`config.mk`:
```
export PLATFORM = sky130hd
export DESIGN_NAME = path_glob_matcher
export DESIGN_NICKNAME = d
export VERILOG_FILES = /design/src/rtl/core/pgm_pkg.sv /design/src/rtl/core/pgm_ram.sv /design/src/rtl/core/pgm_engine.sv /design/src/rtl/core/path_glob_matcher.sv
export SDC_FILE = /design/constraint.sdc
export NUM_CORES = 2
export LEC_CHECK = 0
export ABC_CLOCK_PERIOD_IN_PS = 8300
export BUFFER_PORTS_ARGS = -buffer_cell sky130_fd_sc_hd__buf_2
export CAP_MARGIN = 20
export CORE_ASPECT_RATIO = 0.5
export CORE_UTILIZATION = 29
export CTS_CLUSTER_SIZE = 20
export DETAILED_ROUTE_END_ITERATION = 8
export PLACE_DENSITY = 0.43
export SLEW_MARGIN = 30
export SYNTH_ARGS = -nofsm -noshare
export SYNTH_HDL_FRONTEND = slang
export SYNTH_SLANG_ARGS = --single-unit
```
`constraint.sdc`:
```
create_clock -name clk -period 8.3 [get_ports clk]
set_clock_uncertainty 0.1 [all_clocks]
set_input_delay 1.66 -clock clk [delete_from_list [all_inputs] [get_ports clk]]
set_output_delay 1.66 -clock clk [all_outputs]
set_load 0.03 [all_outputs]
```
`src/rtl/core/pgm_pkg.sv`:
```
// shared types, constants and state encoding for the path glob matcher
`default_nettype none
package pgm_pkg;

	localparam int PatternMax = 64;
	localparam int TextMax    = 256;
	localparam int PaW        = $clog2(PatternMax);
	localparam int TaW        = $clog2(TextMax);
	localparam int PlW        = $clog2(PatternMax + 1);
	localparam int TlW        = $clog2(TextMax + 1);

	localparam logic [7:0] ChSlash = 8'h2f;
	localparam logic [7:0] ChStar  = 8'h2a;
	localparam logic [7:0] ChQuest = 8'h3f;
	localparam logic [7:0] ChLbr   = 8'h5b;
	localparam logic [7:0] ChBsl   = 8'h5c;
	localparam logic [7:0] ChCaret = 8'h5e;
	localparam logic [7:0] ChBang  = 8'h21;
	localparam logic [7:0] ChRbr   = 8'h5d;
	localparam logic [7:0] ChDash  = 8'h2d;
	localparam logic [7:0] ChDot   = 8'h2e;

	localparam logic OpPattern = 1'b0;
	localparam logic OpText    = 1'b1;

	localparam logic [1:0] StOk      = 2'd0;
	localparam logic [1:0] StPatOvf  = 2'd1;
	localparam logic [1:0] StTextOvf = 2'd2;

	typedef struct packed {
		logic       operation;
		logic [7:0] character;
		logic       last;
	} in_item_t;

	typedef struct packed {
		logic       matched;
		logic [1:0] status;
	} out_item_t;

	typedef enum logic [4:0] {
		S_IDLE,
		S_SCAN,      // look for slash in pattern
		S_PRE,       // decide anchoring
		S_DOT,       // strip ./ pairs
		S_DOT2,
		S_BASE,      // find basename
		S_LOOP,      // main loop head
		S_STAR2,     // after first star
		S_DSTAR,     // after second star
		S_CLS0,      // class: check negation
		S_CLS,       // class element
		S_CLSR,      // class range upper
		S_CLSE,      // class end
		S_ESC,       // escape literal
		S_LIT,       // literal compare
		S_FAIL,      // backtrack
		S_BT1,       // check text at t1
		S_TAIL,      // trailing stars
		S_DONE
	} state_t;

	typedef struct packed {
		logic done;
		logic matched;
	} mres_t;

endpackage
`default_nettype wire

```
`src/rtl/core/pgm_ram.sv`:
```
// generic single-port write, single-port registered read ram
`default_nettype none
module pgm_ram #(
	parameter int Width = 8,
	parameter int Depth = 64
) (
	input  wire logic                     clk,
	input  wire logic                     we,
	input  wire logic [$clog2(Depth)-1:0] waddr,
	input  wire logic [Width-1:0]         wdata,
	input  wire logic [$clog2(Depth)-1:0] raddr,
	output logic      [Width-1:0]         rdata
);
	logic [Width-1:0] mem [Depth];

	// write and registered read
	always_ff @(posedge clk) begin
		if (we) begin
			mem[waddr] <= wdata;
		end
		rdata <= mem[raddr];
	end
endmodule
`default_nettype wire

```
`src/rtl/core/pgm_engine.sv`:
```
// match sequencer: walks pattern and text stores with backtracking
`default_nettype none
module pgm_engine (
	input  wire logic                     clk,
	input  wire logic                     arst_n,
	input  wire logic                     go,
	input  wire logic [pgm_pkg::PlW-1:0]  plen,
	input  wire logic [pgm_pkg::TlW-1:0]  tlen,
	output logic      [pgm_pkg::PaW-1:0]  praddr,
	input  wire logic [7:0]               prdata,
	output logic      [pgm_pkg::TaW-1:0]  traddr,
	input  wire logic [7:0]               trdata,
	output pgm_pkg::mres_t                res
);
	import pgm_pkg::*;

	// one extra bit so indexes past the end do not wrap
	localparam int GW = PlW + 1;
	localparam int TW = TlW + 1;

	state_t state_q, state_d;
	logic [GW-1:0] g_q, g_d, g1_q, g1_d, g2_q, g2_d, sg_q, sg_d;
	logic [TW-1:0] t_q, t_d, t1_q, t1_d, t2_q, t2_d;
	logic b1_q, b1_d, b2_q, b2_d, slash_q, slash_d;
	logic rev_q, rev_d, hit_q, hit_d, pv_q, pv_d;
	logic [7:0] prev_q, prev_d, lo_q, lo_d, x_q, x_d;
	logic [1:0] ph_q, ph_d;   // read phase: 0 issue address, 1 data valid
	logic [GW-1:0] pa;
	logic [TW-1:0] ta;
	logic [GW-1:0] pa_q;
	logic [TW-1:0] ta_q;
	logic [7:0] pc, tc;
	logic done_d, m_d;

	// addresses are held and data masked to zero past the stored length
	assign praddr = pa[PaW-1:0];
	assign traddr = ta[TaW-1:0];
	assign pc = (pa_q < GW'(plen)) ? prdata : 8'd0;
	assign tc = (ta_q < TW'(tlen)) ? trdata : 8'd0;

	always_ff @(posedge clk or negedge arst_n) begin
		if (!arst_n) begin
			state_q <= S_IDLE;
			ph_q    <= 2'd0;
			res     <= '0;
		end else begin
			state_q <= state_d;
			ph_q    <= ph_d;
			res     <= '{done: done_d, matched: m_d};
		end
	end

	// datapath registers
	always_ff @(posedge clk) begin
		g_q <= g_d; g1_q <= g1_d; g2_q <= g2_d; sg_q <= sg_d;
		t_q <= t_d; t1_q <= t1_d; t2_q <= t2_d;
		b1_q <= b1_d; b2_q <= b2_d; slash_q <= slash_d;
		rev_q <= rev_d; hit_q <= hit_d; pv_q <= pv_d;
		prev_q <= prev_d; lo_q <= lo_d; x_q <= x_d;
		pa_q <= pa; ta_q <= ta;
	end

	// sequencer: most states wait for a registered pattern and text byte read before acting;
	// fail and escape advance without waiting for read data
	always_comb begin
		logic rdy;
		state_d = state_q; ph_d = ph_q;
		g_d = g_q; g1_d = g1_q; g2_d = g2_q; sg_d = sg_q;
		t_d = t_q; t1_d = t1_q; t2_d = t2_q;
		b1_d = b1_q; b2_d = b2_q; slash_d = slash_q;
		rev_d = rev_q; hit_d = hit_q; pv_d = pv_q;
		prev_d = prev_q; lo_d = lo_q; x_d = x_q;
		done_d = 1'b0; m_d = 1'b0;
		pa = pa_q; ta = ta_q;
		rdy = (ph_q == 2'd1);
		case (state_q)
			S_IDLE: pa = '0;
			S_SCAN: pa = sg_q;
			S_DOT, S_DOT2: begin pa = '0; ta = t_q; end
			S_BASE: ta = t1_q;
			S_BT1: ta = t1_q;
			default: begin pa = g_q; ta = t_q; end
		endcase
		if (state_q != S_IDLE && state_q != S_DONE) begin
			ph_d = rdy ? 2'd0 : 2'd1;
		end
		case (state_q)
			S_IDLE: begin
				if (go) begin
					sg_d = '0; slash_d = 1'b0; ph_d = 2'd0;
					state_d = S_SCAN;
				end
			end
			S_SCAN: if (rdy) begin
				if (sg_q >= GW'(plen)) begin
					state_d = S_PRE; g_d = '0; t_d = '0;
				end else begin
					if (pc == ChSlash) slash_d = 1'b1;
					sg_d = sg_q + 1'b1;
				end
			end
			S_PRE: if (rdy) begin
				b1_d = 1'b0; b2_d = 1'b0;
				if (pc == ChSlash) begin
					g_d = GW'(1); state_d = S_DOT;
				end else if (!slash_q) begin
					t1_d = '0; state_d = S_BASE;
				end else state_d = S_LOOP;
			end
			S_DOT: if (rdy) begin
				if (tc == ChDot) begin t_d = t_q + 1'b1; state_d = S_DOT2; end
				else begin
					if (tc == ChSlash) t_d = t_q + 1'b1;
					state_d = S_LOOP;
				end
			end
			S_DOT2: if (rdy) begin
				if (tc == ChSlash) begin t_d = t_q + 1'b1; state_d = S_DOT; end
				else begin t_d = t_q - 1'b1; state_d = S_LOOP; end
			end
			S_BASE: if (rdy) begin
				if (t1_q >= TW'(tlen)) state_d = S_LOOP;
				else begin
					if (tc == ChSlash) t_d = t1_q + 1'b1;
					t1_d = t1_q + 1'b1;
				end
			end
			S_LOOP: if (rdy) begin
				x_d = tc;
				if (t_q >= TW'(tlen)) state_d = S_TAIL;
				else if (pc == ChStar) begin g_d = g_q + 1'b1; state_d = S_STAR2; end
				else if (pc == ChQuest) begin
					if (tc != ChSlash) begin t_d = t_q + 1'b1; g_d = g_q + 1'b1; end
					else state_d = S_FAIL;
				end else if (pc == ChLbr) begin
					if (tc == ChSlash) state_d = S_FAIL;
					else begin
						g_d = g_q + 1'b1; hit_d = 1'b0; pv_d = 1'b0;
						state_d = S_CLS0;
					end
				end else if (pc == ChBsl) begin
					g_d = g_q + 1'b1; state_d = S_ESC;
				end else if (pc == tc) begin
					t_d = t_q + 1'b1; g_d = g_q + 1'b1;
				end else state_d = S_FAIL;
			end
			S_STAR2: if (rdy) begin
				if (pc == ChStar) begin g_d = g_q + 1'b1; state_d = S_DSTAR; end
				else begin
					t1_d = t_q; g1_d = g_q; b1_d = 1'b1; state_d = S_LOOP;
				end
			end
			S_DSTAR: if (rdy) begin
				if (g_q >= GW'(plen)) begin done_d = 1'b1; m_d = 1'b1; state_d = S_DONE; end
				else if (pc != ChSlash) begin done_d = 1'b1; state_d = S_DONE; end
				else begin
					b1_d = 1'b0; g_d = g_q + 1'b1; t2_d = t_q;
					g2_d = g_q + 1'b1; b2_d = 1'b1; state_d = S_LOOP;
				end
			end
			S_ESC: state_d = S_LIT;
			S_LIT: if (rdy) begin
				if (pc == x_q) begin t_d = t_q + 1'b1; g_d = g_q + 1'b1; state_d = S_LOOP; end
				else state_d = S_FAIL;
			end
			S_CLS0: if (rdy) begin
				// g points at byte after '['
				rev_d = (pc == ChCaret) || (pc == ChBang);
				if (rev_d) g_d = g_q + 1'b1;
				state_d = S_CLS;
			end
			S_CLS: if (rdy) begin
				if (pc == 8'd0 || pc == ChRbr) state_d = S_CLSE;
				else if (pv_q && pc == ChDash) begin
					lo_d = prev_q; g_d = g_q + 1'b1; state_d = S_CLSR;
				end else begin
					if (x_q == pc) hit_d = 1'b1;
					prev_d = pc; pv_d = 1'b1; g_d = g_q + 1'b1;
				end
			end
			S_CLSR: if (rdy) begin
				// g at byte after '-'
				if (pc == 8'd0 || pc == ChRbr) begin
					// dash was literal, element then ends class
					if (x_q == ChDash) hit_d = 1'b1;
					prev_d = ChDash; state_d = S_CLSE;
				end else begin
					if (x_q <= pc && x_q >= lo_q) hit_d = 1'b1;
					prev_d = pc; g_d = g_q + 1'b1; state_d = S_CLS;
				end
			end
			S_CLSE: if (rdy) begin
				if (hit_q != rev_q) begin
					t_d = t_q + 1'b1;
					if (pc != 8'd0) g_d = g_q + 1'b1;
					state_d = S_LOOP;
				end else state_d = S_FAIL;
			end
			S_FAIL: begin
				if (b1_q) state_d = S_BT1;
				else if (b2_q) begin
					t2_d = t2_q + 1'b1; t_d = t2_q + 1'b1; g_d = g2_q; state_d = S_LOOP;
				end else begin done_d = 1'b1; state_d = S_DONE; end
				ph_d = 2'd0;
			end
			S_BT1: if (rdy) begin
				if (tc != ChSlash) begin
					t1_d = t1_q + 1'b1; t_d = t1_q + 1'b1; g_d = g1_q; state_d = S_LOOP;
				end else if (b2_q) begin
					t2_d = t2_q + 1'b1; t_d = t2_q + 1'b1; g_d = g2_q; state_d = S_LOOP;
				end else begin done_d = 1'b1; state_d = S_DONE; end
			end
			S_TAIL: if (rdy) begin
				if (pc == ChStar) g_d = g_q + 1'b1;
				else begin done_d = 1'b1; m_d = (g_q >= GW'(plen)); state_d = S_DONE; end
			end
			S_DONE: state_d = S_IDLE;
			default: state_d = S_IDLE;
		endcase
	end
endmodule
`default_nettype wire

```
`src/rtl/core/path_glob_matcher.sv`:
```
// top level: character loading, stores and result output
`default_nettype none
// Glob matcher. Pattern and text bytes load one per cycle (busy stays low).
// The text item with last set starts a match unless a store overflowed:
// busy rises and the block walks the pattern and text memories with one
// shared compare sequencer, each step waiting for a registered memory read,
// with backtracking for stars; the number of steps can grow as text length
// times pattern length with backtracking. The result appears for one cycle
// with done high; the receiver cannot stall it. Overflow results come in the
// cycle after the last item, with no match run.
module path_glob_matcher (
	input  wire logic               clk,
	input  wire logic               arst_n,
	input  wire logic               start,
	input  wire pgm_pkg::in_item_t  in_item,
	output logic                    busy,
	output logic                    done,
	output pgm_pkg::out_item_t      result
);
	import pgm_pkg::*;

	logic [PlW-1:0] plen_q;
	logic [TlW-1:0] tlen_q;
	logic pcomp_q, povf_q, tovf_q, run_q, ovf_res_q;
	logic [1:0] ost_q;
	logic acc, pw, tw;
	logic [PlW-1:0] pbase;
	logic [PaW-1:0] praddr;
	logic [TaW-1:0] traddr;
	logic [7:0] prdata, trdata;
	mres_t eres;
	logic go;

	assign acc = start && !busy;
	assign busy = run_q;
	assign pbase = pcomp_q ? '0 : plen_q;
	assign pw = acc && in_item.operation == OpPattern && in_item.character != 8'd0
		&& pbase < PlW'(PatternMax);
	assign tw = acc && in_item.operation == OpText && in_item.character != 8'd0
		&& tlen_q < TlW'(TextMax);
	assign go = acc && in_item.operation == OpText && in_item.last
		&& !povf_q && !(tovf_q || (in_item.character != 8'd0 && !tw));

	// store bookkeeping
	always_ff @(posedge clk or negedge arst_n) begin
		if (!arst_n) begin
			plen_q <= '0; tlen_q <= '0; pcomp_q <= 1'b1;
			povf_q <= 1'b0; tovf_q <= 1'b0; run_q <= 1'b0; ovf_res_q <= 1'b0;
			ost_q <= StOk;
		end else begin
			ovf_res_q <= 1'b0;
			if (acc && in_item.operation == OpPattern) begin
				plen_q <= pw ? pbase + 1'b1 : pbase;
				povf_q <= (pcomp_q ? 1'b0 : povf_q)
					|| (in_item.character != 8'd0 && !pw);
				pcomp_q <= in_item.last;
			end else if (acc) begin
				if (in_item.last) begin
					tlen_q <= tw ? tlen_q + 1'b1 : tlen_q;
					tovf_q <= 1'b0;
					if (!go) begin
						ovf_res_q <= 1'b1;
						ost_q <= povf_q ? StPatOvf : StTextOvf;
					end else run_q <= 1'b1;
				end else begin
					if (tw) tlen_q <= tlen_q + 1'b1;
					if (in_item.character != 8'd0 && !tw) tovf_q <= 1'b1;
				end
			end
			if (eres.done) begin
				run_q <= 1'b0; tlen_q <= '0;
			end
			if (!go && acc && in_item.operation == OpText && in_item.last) tlen_q <= '0;
		end
	end

	// result output
	always_comb begin
		done = ovf_res_q || eres.done;
		result.matched = eres.done && eres.matched;
		result.status = ovf_res_q ? ost_q : StOk;
	end

	pgm_ram #(.Width(8), .Depth(PatternMax)) u_pram (
		.clk(clk), .we(pw), .waddr(pbase[PaW-1:0]), .wdata(in_item.character),
		.raddr(praddr), .rdata(prdata)
	);

	pgm_ram #(.Width(8), .Depth(TextMax)) u_tram (
		.clk(clk), .we(tw), .waddr(tlen_q[TaW-1:0]), .wdata(in_item.character),
		.raddr(traddr), .rdata(trdata)
	);

	pgm_engine u_eng (
		.clk(clk), .arst_n(arst_n), .go(go), .plen(plen_q), .tlen(tlen_q),
		.praddr(praddr), .prdata(prdata), .traddr(traddr), .trdata(trdata),
		.res(eres)
	);
endmodule
`default_nettype wire
```
==> key figures <==
STA
  – Final setup fails: 0
  – RSZ-0062 raised after global routing: false
  – Relative slew slack: about a quarter
  – Fmax: approximately 150 MHz
  – Post-route clock period utilization: about four fifths
  – Fin. Hold Viols: 0
  – Worst Setup Slack, final: 1.58 ns
  – Slew at the pin with the worst max-slew slack: roughly 1.1 ns
  – Setup Total Neg Slack: 0 ns
  – Max Slew Vio Count: 0
  – Period minus WS final: roughly 6.7 ns

Yosys
  – Asr flop ratio synth: under 10%
  – Post-Synthesis Cells: 8365
  – Count of flip-flops with a built-in enable after synthesis: about 2700
  – Synthesized area per cell: roughly 13 um2
  – Sequential-to-total area share from yosys stat: between 70 and 80%
  – Count leader, synth: edfxtp_1
  – Top-area cell type share of the netlist area: around 71%
  – Syn nets: approximately 8500
  – Top cells by area, synth: edfxtp_1 (71%), nand2_1 (5.7%), mux2i_1 (2.9%), nand3_1 (2.6%), a31oi_1 (1.8%)
  – Largest area contributor in the netlist: edfxtp_1
  – Ys Warns: 0
  – Seq cells post-synth: 2718
  – Commonest cells post-synth: edfxtp_1 (2656), nand2_1 (1710), nand3_1 (582)
  – Synthesized area: 112000 um2
  – Main synth FF type: edfxtp_1
  – Cell variety after synth: 86

Die
  – Std-Cell Rows: between 150 and 200
  – Number of top-level pins: 18
  – Die area: 389000 um2
  – Core area: 385000 um2
  – Vert. Die Dim: roughly 440 um
  – Die Span X: about 880 um
  – Starting density of the core: between 20% and 30%

Placed design
  – Place WS: 1.61 ns
  – # placed instances: approximately 13000
  – Hpwl dp: 241000 um
  – Final RePlAce weighted congestion: around 0.84
  – Placed Area: about 120000 um2
  – Buffers on Ports: 17

Layout
  – Total Nets Final: around 8400
  – Filler cells: between 30000 and 40000
  – Post-route cell area: 127000 um2
  – P&R area growth vs syn: 13.4%
  – Share of post-route cells with drive strength above 1: between 8 and 9%
  – Fin cells: 13700

Worst setup path
  – R2r setup slk: roughly 1.6 ns
  – Crit path kind: register to register
  – Crit. Startpoint: u_eng.state_q[1]
  – Crit-path leading delay family: simple AND/OR/NAND/NOR gates
  – Crit end category: register
  – Crit path top cell by count: nor4_1
  – Crit path to: u_tram.rdata[7]
  – Number of cells on the critical path: 12
  – Worst flop-to-flop path startpoint: u_eng.state_q[1]
  – Worst path required time: approximately 9 ns
  – CP peak stage delay: about 0.83 ns
  – Crit path max-delay cell type: nor4_4
  – Critical path startpoint category: register
  – CP bufs+invs: 3
  – R2R depth: 12
  – CP max FO: 85
  – Crit path DAT: about 7.4 ns
  – Cell Chain, Critical Path: nor4_4 -> nand2_4 -> and3_4 -> clkinv_16 -> buf_16 -> buf_4 -> mux2i_1 -> a221oi_1 -> a31oi_1 -> o21ai_0 -> nor4_1 -> nor4_1
  – R2R Path End: u_tram.rdata[7]

Hold path
  – Hold Crit Class: register to register
  – WHS Path Cells: 0

Power and ir drop
  – Lkg Pwr: around 42 nW
  – Max rail drop VDD: 0.000335 V
  – Final Power: 52.0 mW
  – PwrDens: between 400 and 500 nW/um2

Clock tree
  – TritonCTS clock tree: yes
  – CTS Buffer Depth: 4
  – Clock slew at reported path FFs: roughly 0.07 ns
  – Cts bufs inserted: 280
  – H-tree Lvls: 5
  – Clock sinks: 2718
  – Post CTS Setup Buffer Count: 0
  – Worst skew pair latency: roughly 0.91 ns
  – Hold buffer count at cts: 0
  – Post-cts sizing count: 0
  – Root buffer cell: clkbuf_16

Run
  – # Max-Cap Violations: 0

Global routing
  – Number of global-route vias before repair: 69000
  – Initial antenna violation count: 32
  – Largest net degree at the start of global routing: between 150 and 200
  – GRT Resource Usage Total: 19.7%
  – Final global-route overflow total: 0
  – First-pass GRT wire length: around 550000 um

Detailed routing
  – Antenna Nets Post-Route: 0
  – 1st-iter DRT viols: 8300
  – Final routed DRC violation total: 0
  – First-pass iteration count of the detailed router: 6
  – WL per Instance: 29.0 um
  – Vias: a little over 70000
  – DRT Wirelength: approximately 400000 um
  – Vias per cell: 5.26

Outcome
  – Outcome: complete, no violations
-- logic make-up after synthesis --
kind of cell | share of synthesized area [%]
simple gates | 12.5
flops | 72.4
compound gates | 8.10
buf+inv | 2.67
mux | 3.21
fa+ha+maj | 0.815
xor+xnor | 0.352
-- how the worst min path moves through the flow --
stage,slack (ns),to,startpoint
floorplan,0.30,u_eng.lo_q[0],u_eng.prev_q[0]
global placement,0.30,u_eng.lo_q[6],u_eng.prev_q[6]
detailed placement,0.30,u_eng.lo_q[4],u_eng.prev_q[4]
CTS,0.33,u_eng.lo_q[3],u_eng.prev_q[3]
global route,0.33,u_eng.lo_q[3],u_eng.prev_q[3]
finish,0.33,u_eng.lo_q[3],u_eng.prev_q[3]
-- final cells by class --
class	count	area, um2	share of cell area [%]
sequential	2718	81200	63.8
multi-input combinational	4992	28400	22.3
clock buffer	378	7570	5.96
tap	5134	6420	5.05
timing repair buffer	235	2100	1.65
clock inverter	120	1020	0.805
inverter	108	449	0.353
antenna	5	12.5	0.00984
-- routing by layer --
metal | vias to the layer above | wire (um) | global-route usage (%) | share of wire [%]
met3 | 508 | 26600 | 2.92 | 6.7
met5 | - | 30 | 0 | 0.0076
met1 | 37400 | 181000 | 28.9 | 46
li1 | 31600 | - | - | -
met4 | 4 | 9640 | 4.60 | 2.4
met2 | 2576 | 179000 | 30.6 | 45
-- per-stage QoR --
step                      utilization, %  hold WS, ns
final                               33.0        0.325
after global routing                33.0        0.326
after CTS                           33.0        0.327
after detailed placement            30.8        0.305
after global placement              30.8        0.301
after floorplan                        -        0.300
-- cell usage in the layout, fill, tap and decap left out, types with 20 or more instances in the layout --
master,instances
mux2i_1,329
a21oi_1,225
buf_12,22
inv_1,100
nand3_1,567
clkinv_1,54
ha_1,73
a221oi_1,44
o22ai_1,22
a311oi_1,53
buf_4,193
xor2_1,21
xnor2_1,24
nand4_1,70
clkbuf_1,85
nand2b_1,20
and2_1,29
and3_1,182
nor3_1,30
edfxtp_1,2656
a32oi_1,43
nor4_1,29
a211oi_1,202
o21ai_0,85
clkinv_2,37
dfrtp_1,31
a22oi_1,157
nor2_2,41
dfxtp_1,29
nor2_1,413
a31oi_1,325
clkbuf_16,286
nand2_1,1708
-- state kept, by name (all words and copies together) (netlist names), 2 cells and up --
register	cells
ost_q	2
plen_q	7
tlen_q	9
u_eng.g1_q	8
u_eng.g2_q	8
u_eng.g_q	8
u_eng.lo_q	8
u_eng.pa_q	8
u_eng.ph_q	2
u_eng.prev_q	8
u_eng.res	2
u_eng.sg_q	8
u_eng.state_q	5
u_eng.t1_q	10
u_eng.t2_q	10
u_eng.t_q	10
u_eng.ta_q	10
u_eng.x_q	8
u_pram.mem	512
u_pram.rdata	8
u_tram.mem	2048
u_tram.rdata	8
-- where the power goes --
group	total [mW]	internal, mW	switching, mW
clock network	12.4	6.87	5.55
logic	23.5	6.26	17.2
registers	16.1	15.4	0.618
No activity file was read; power rests on OpenSTA's default activity.
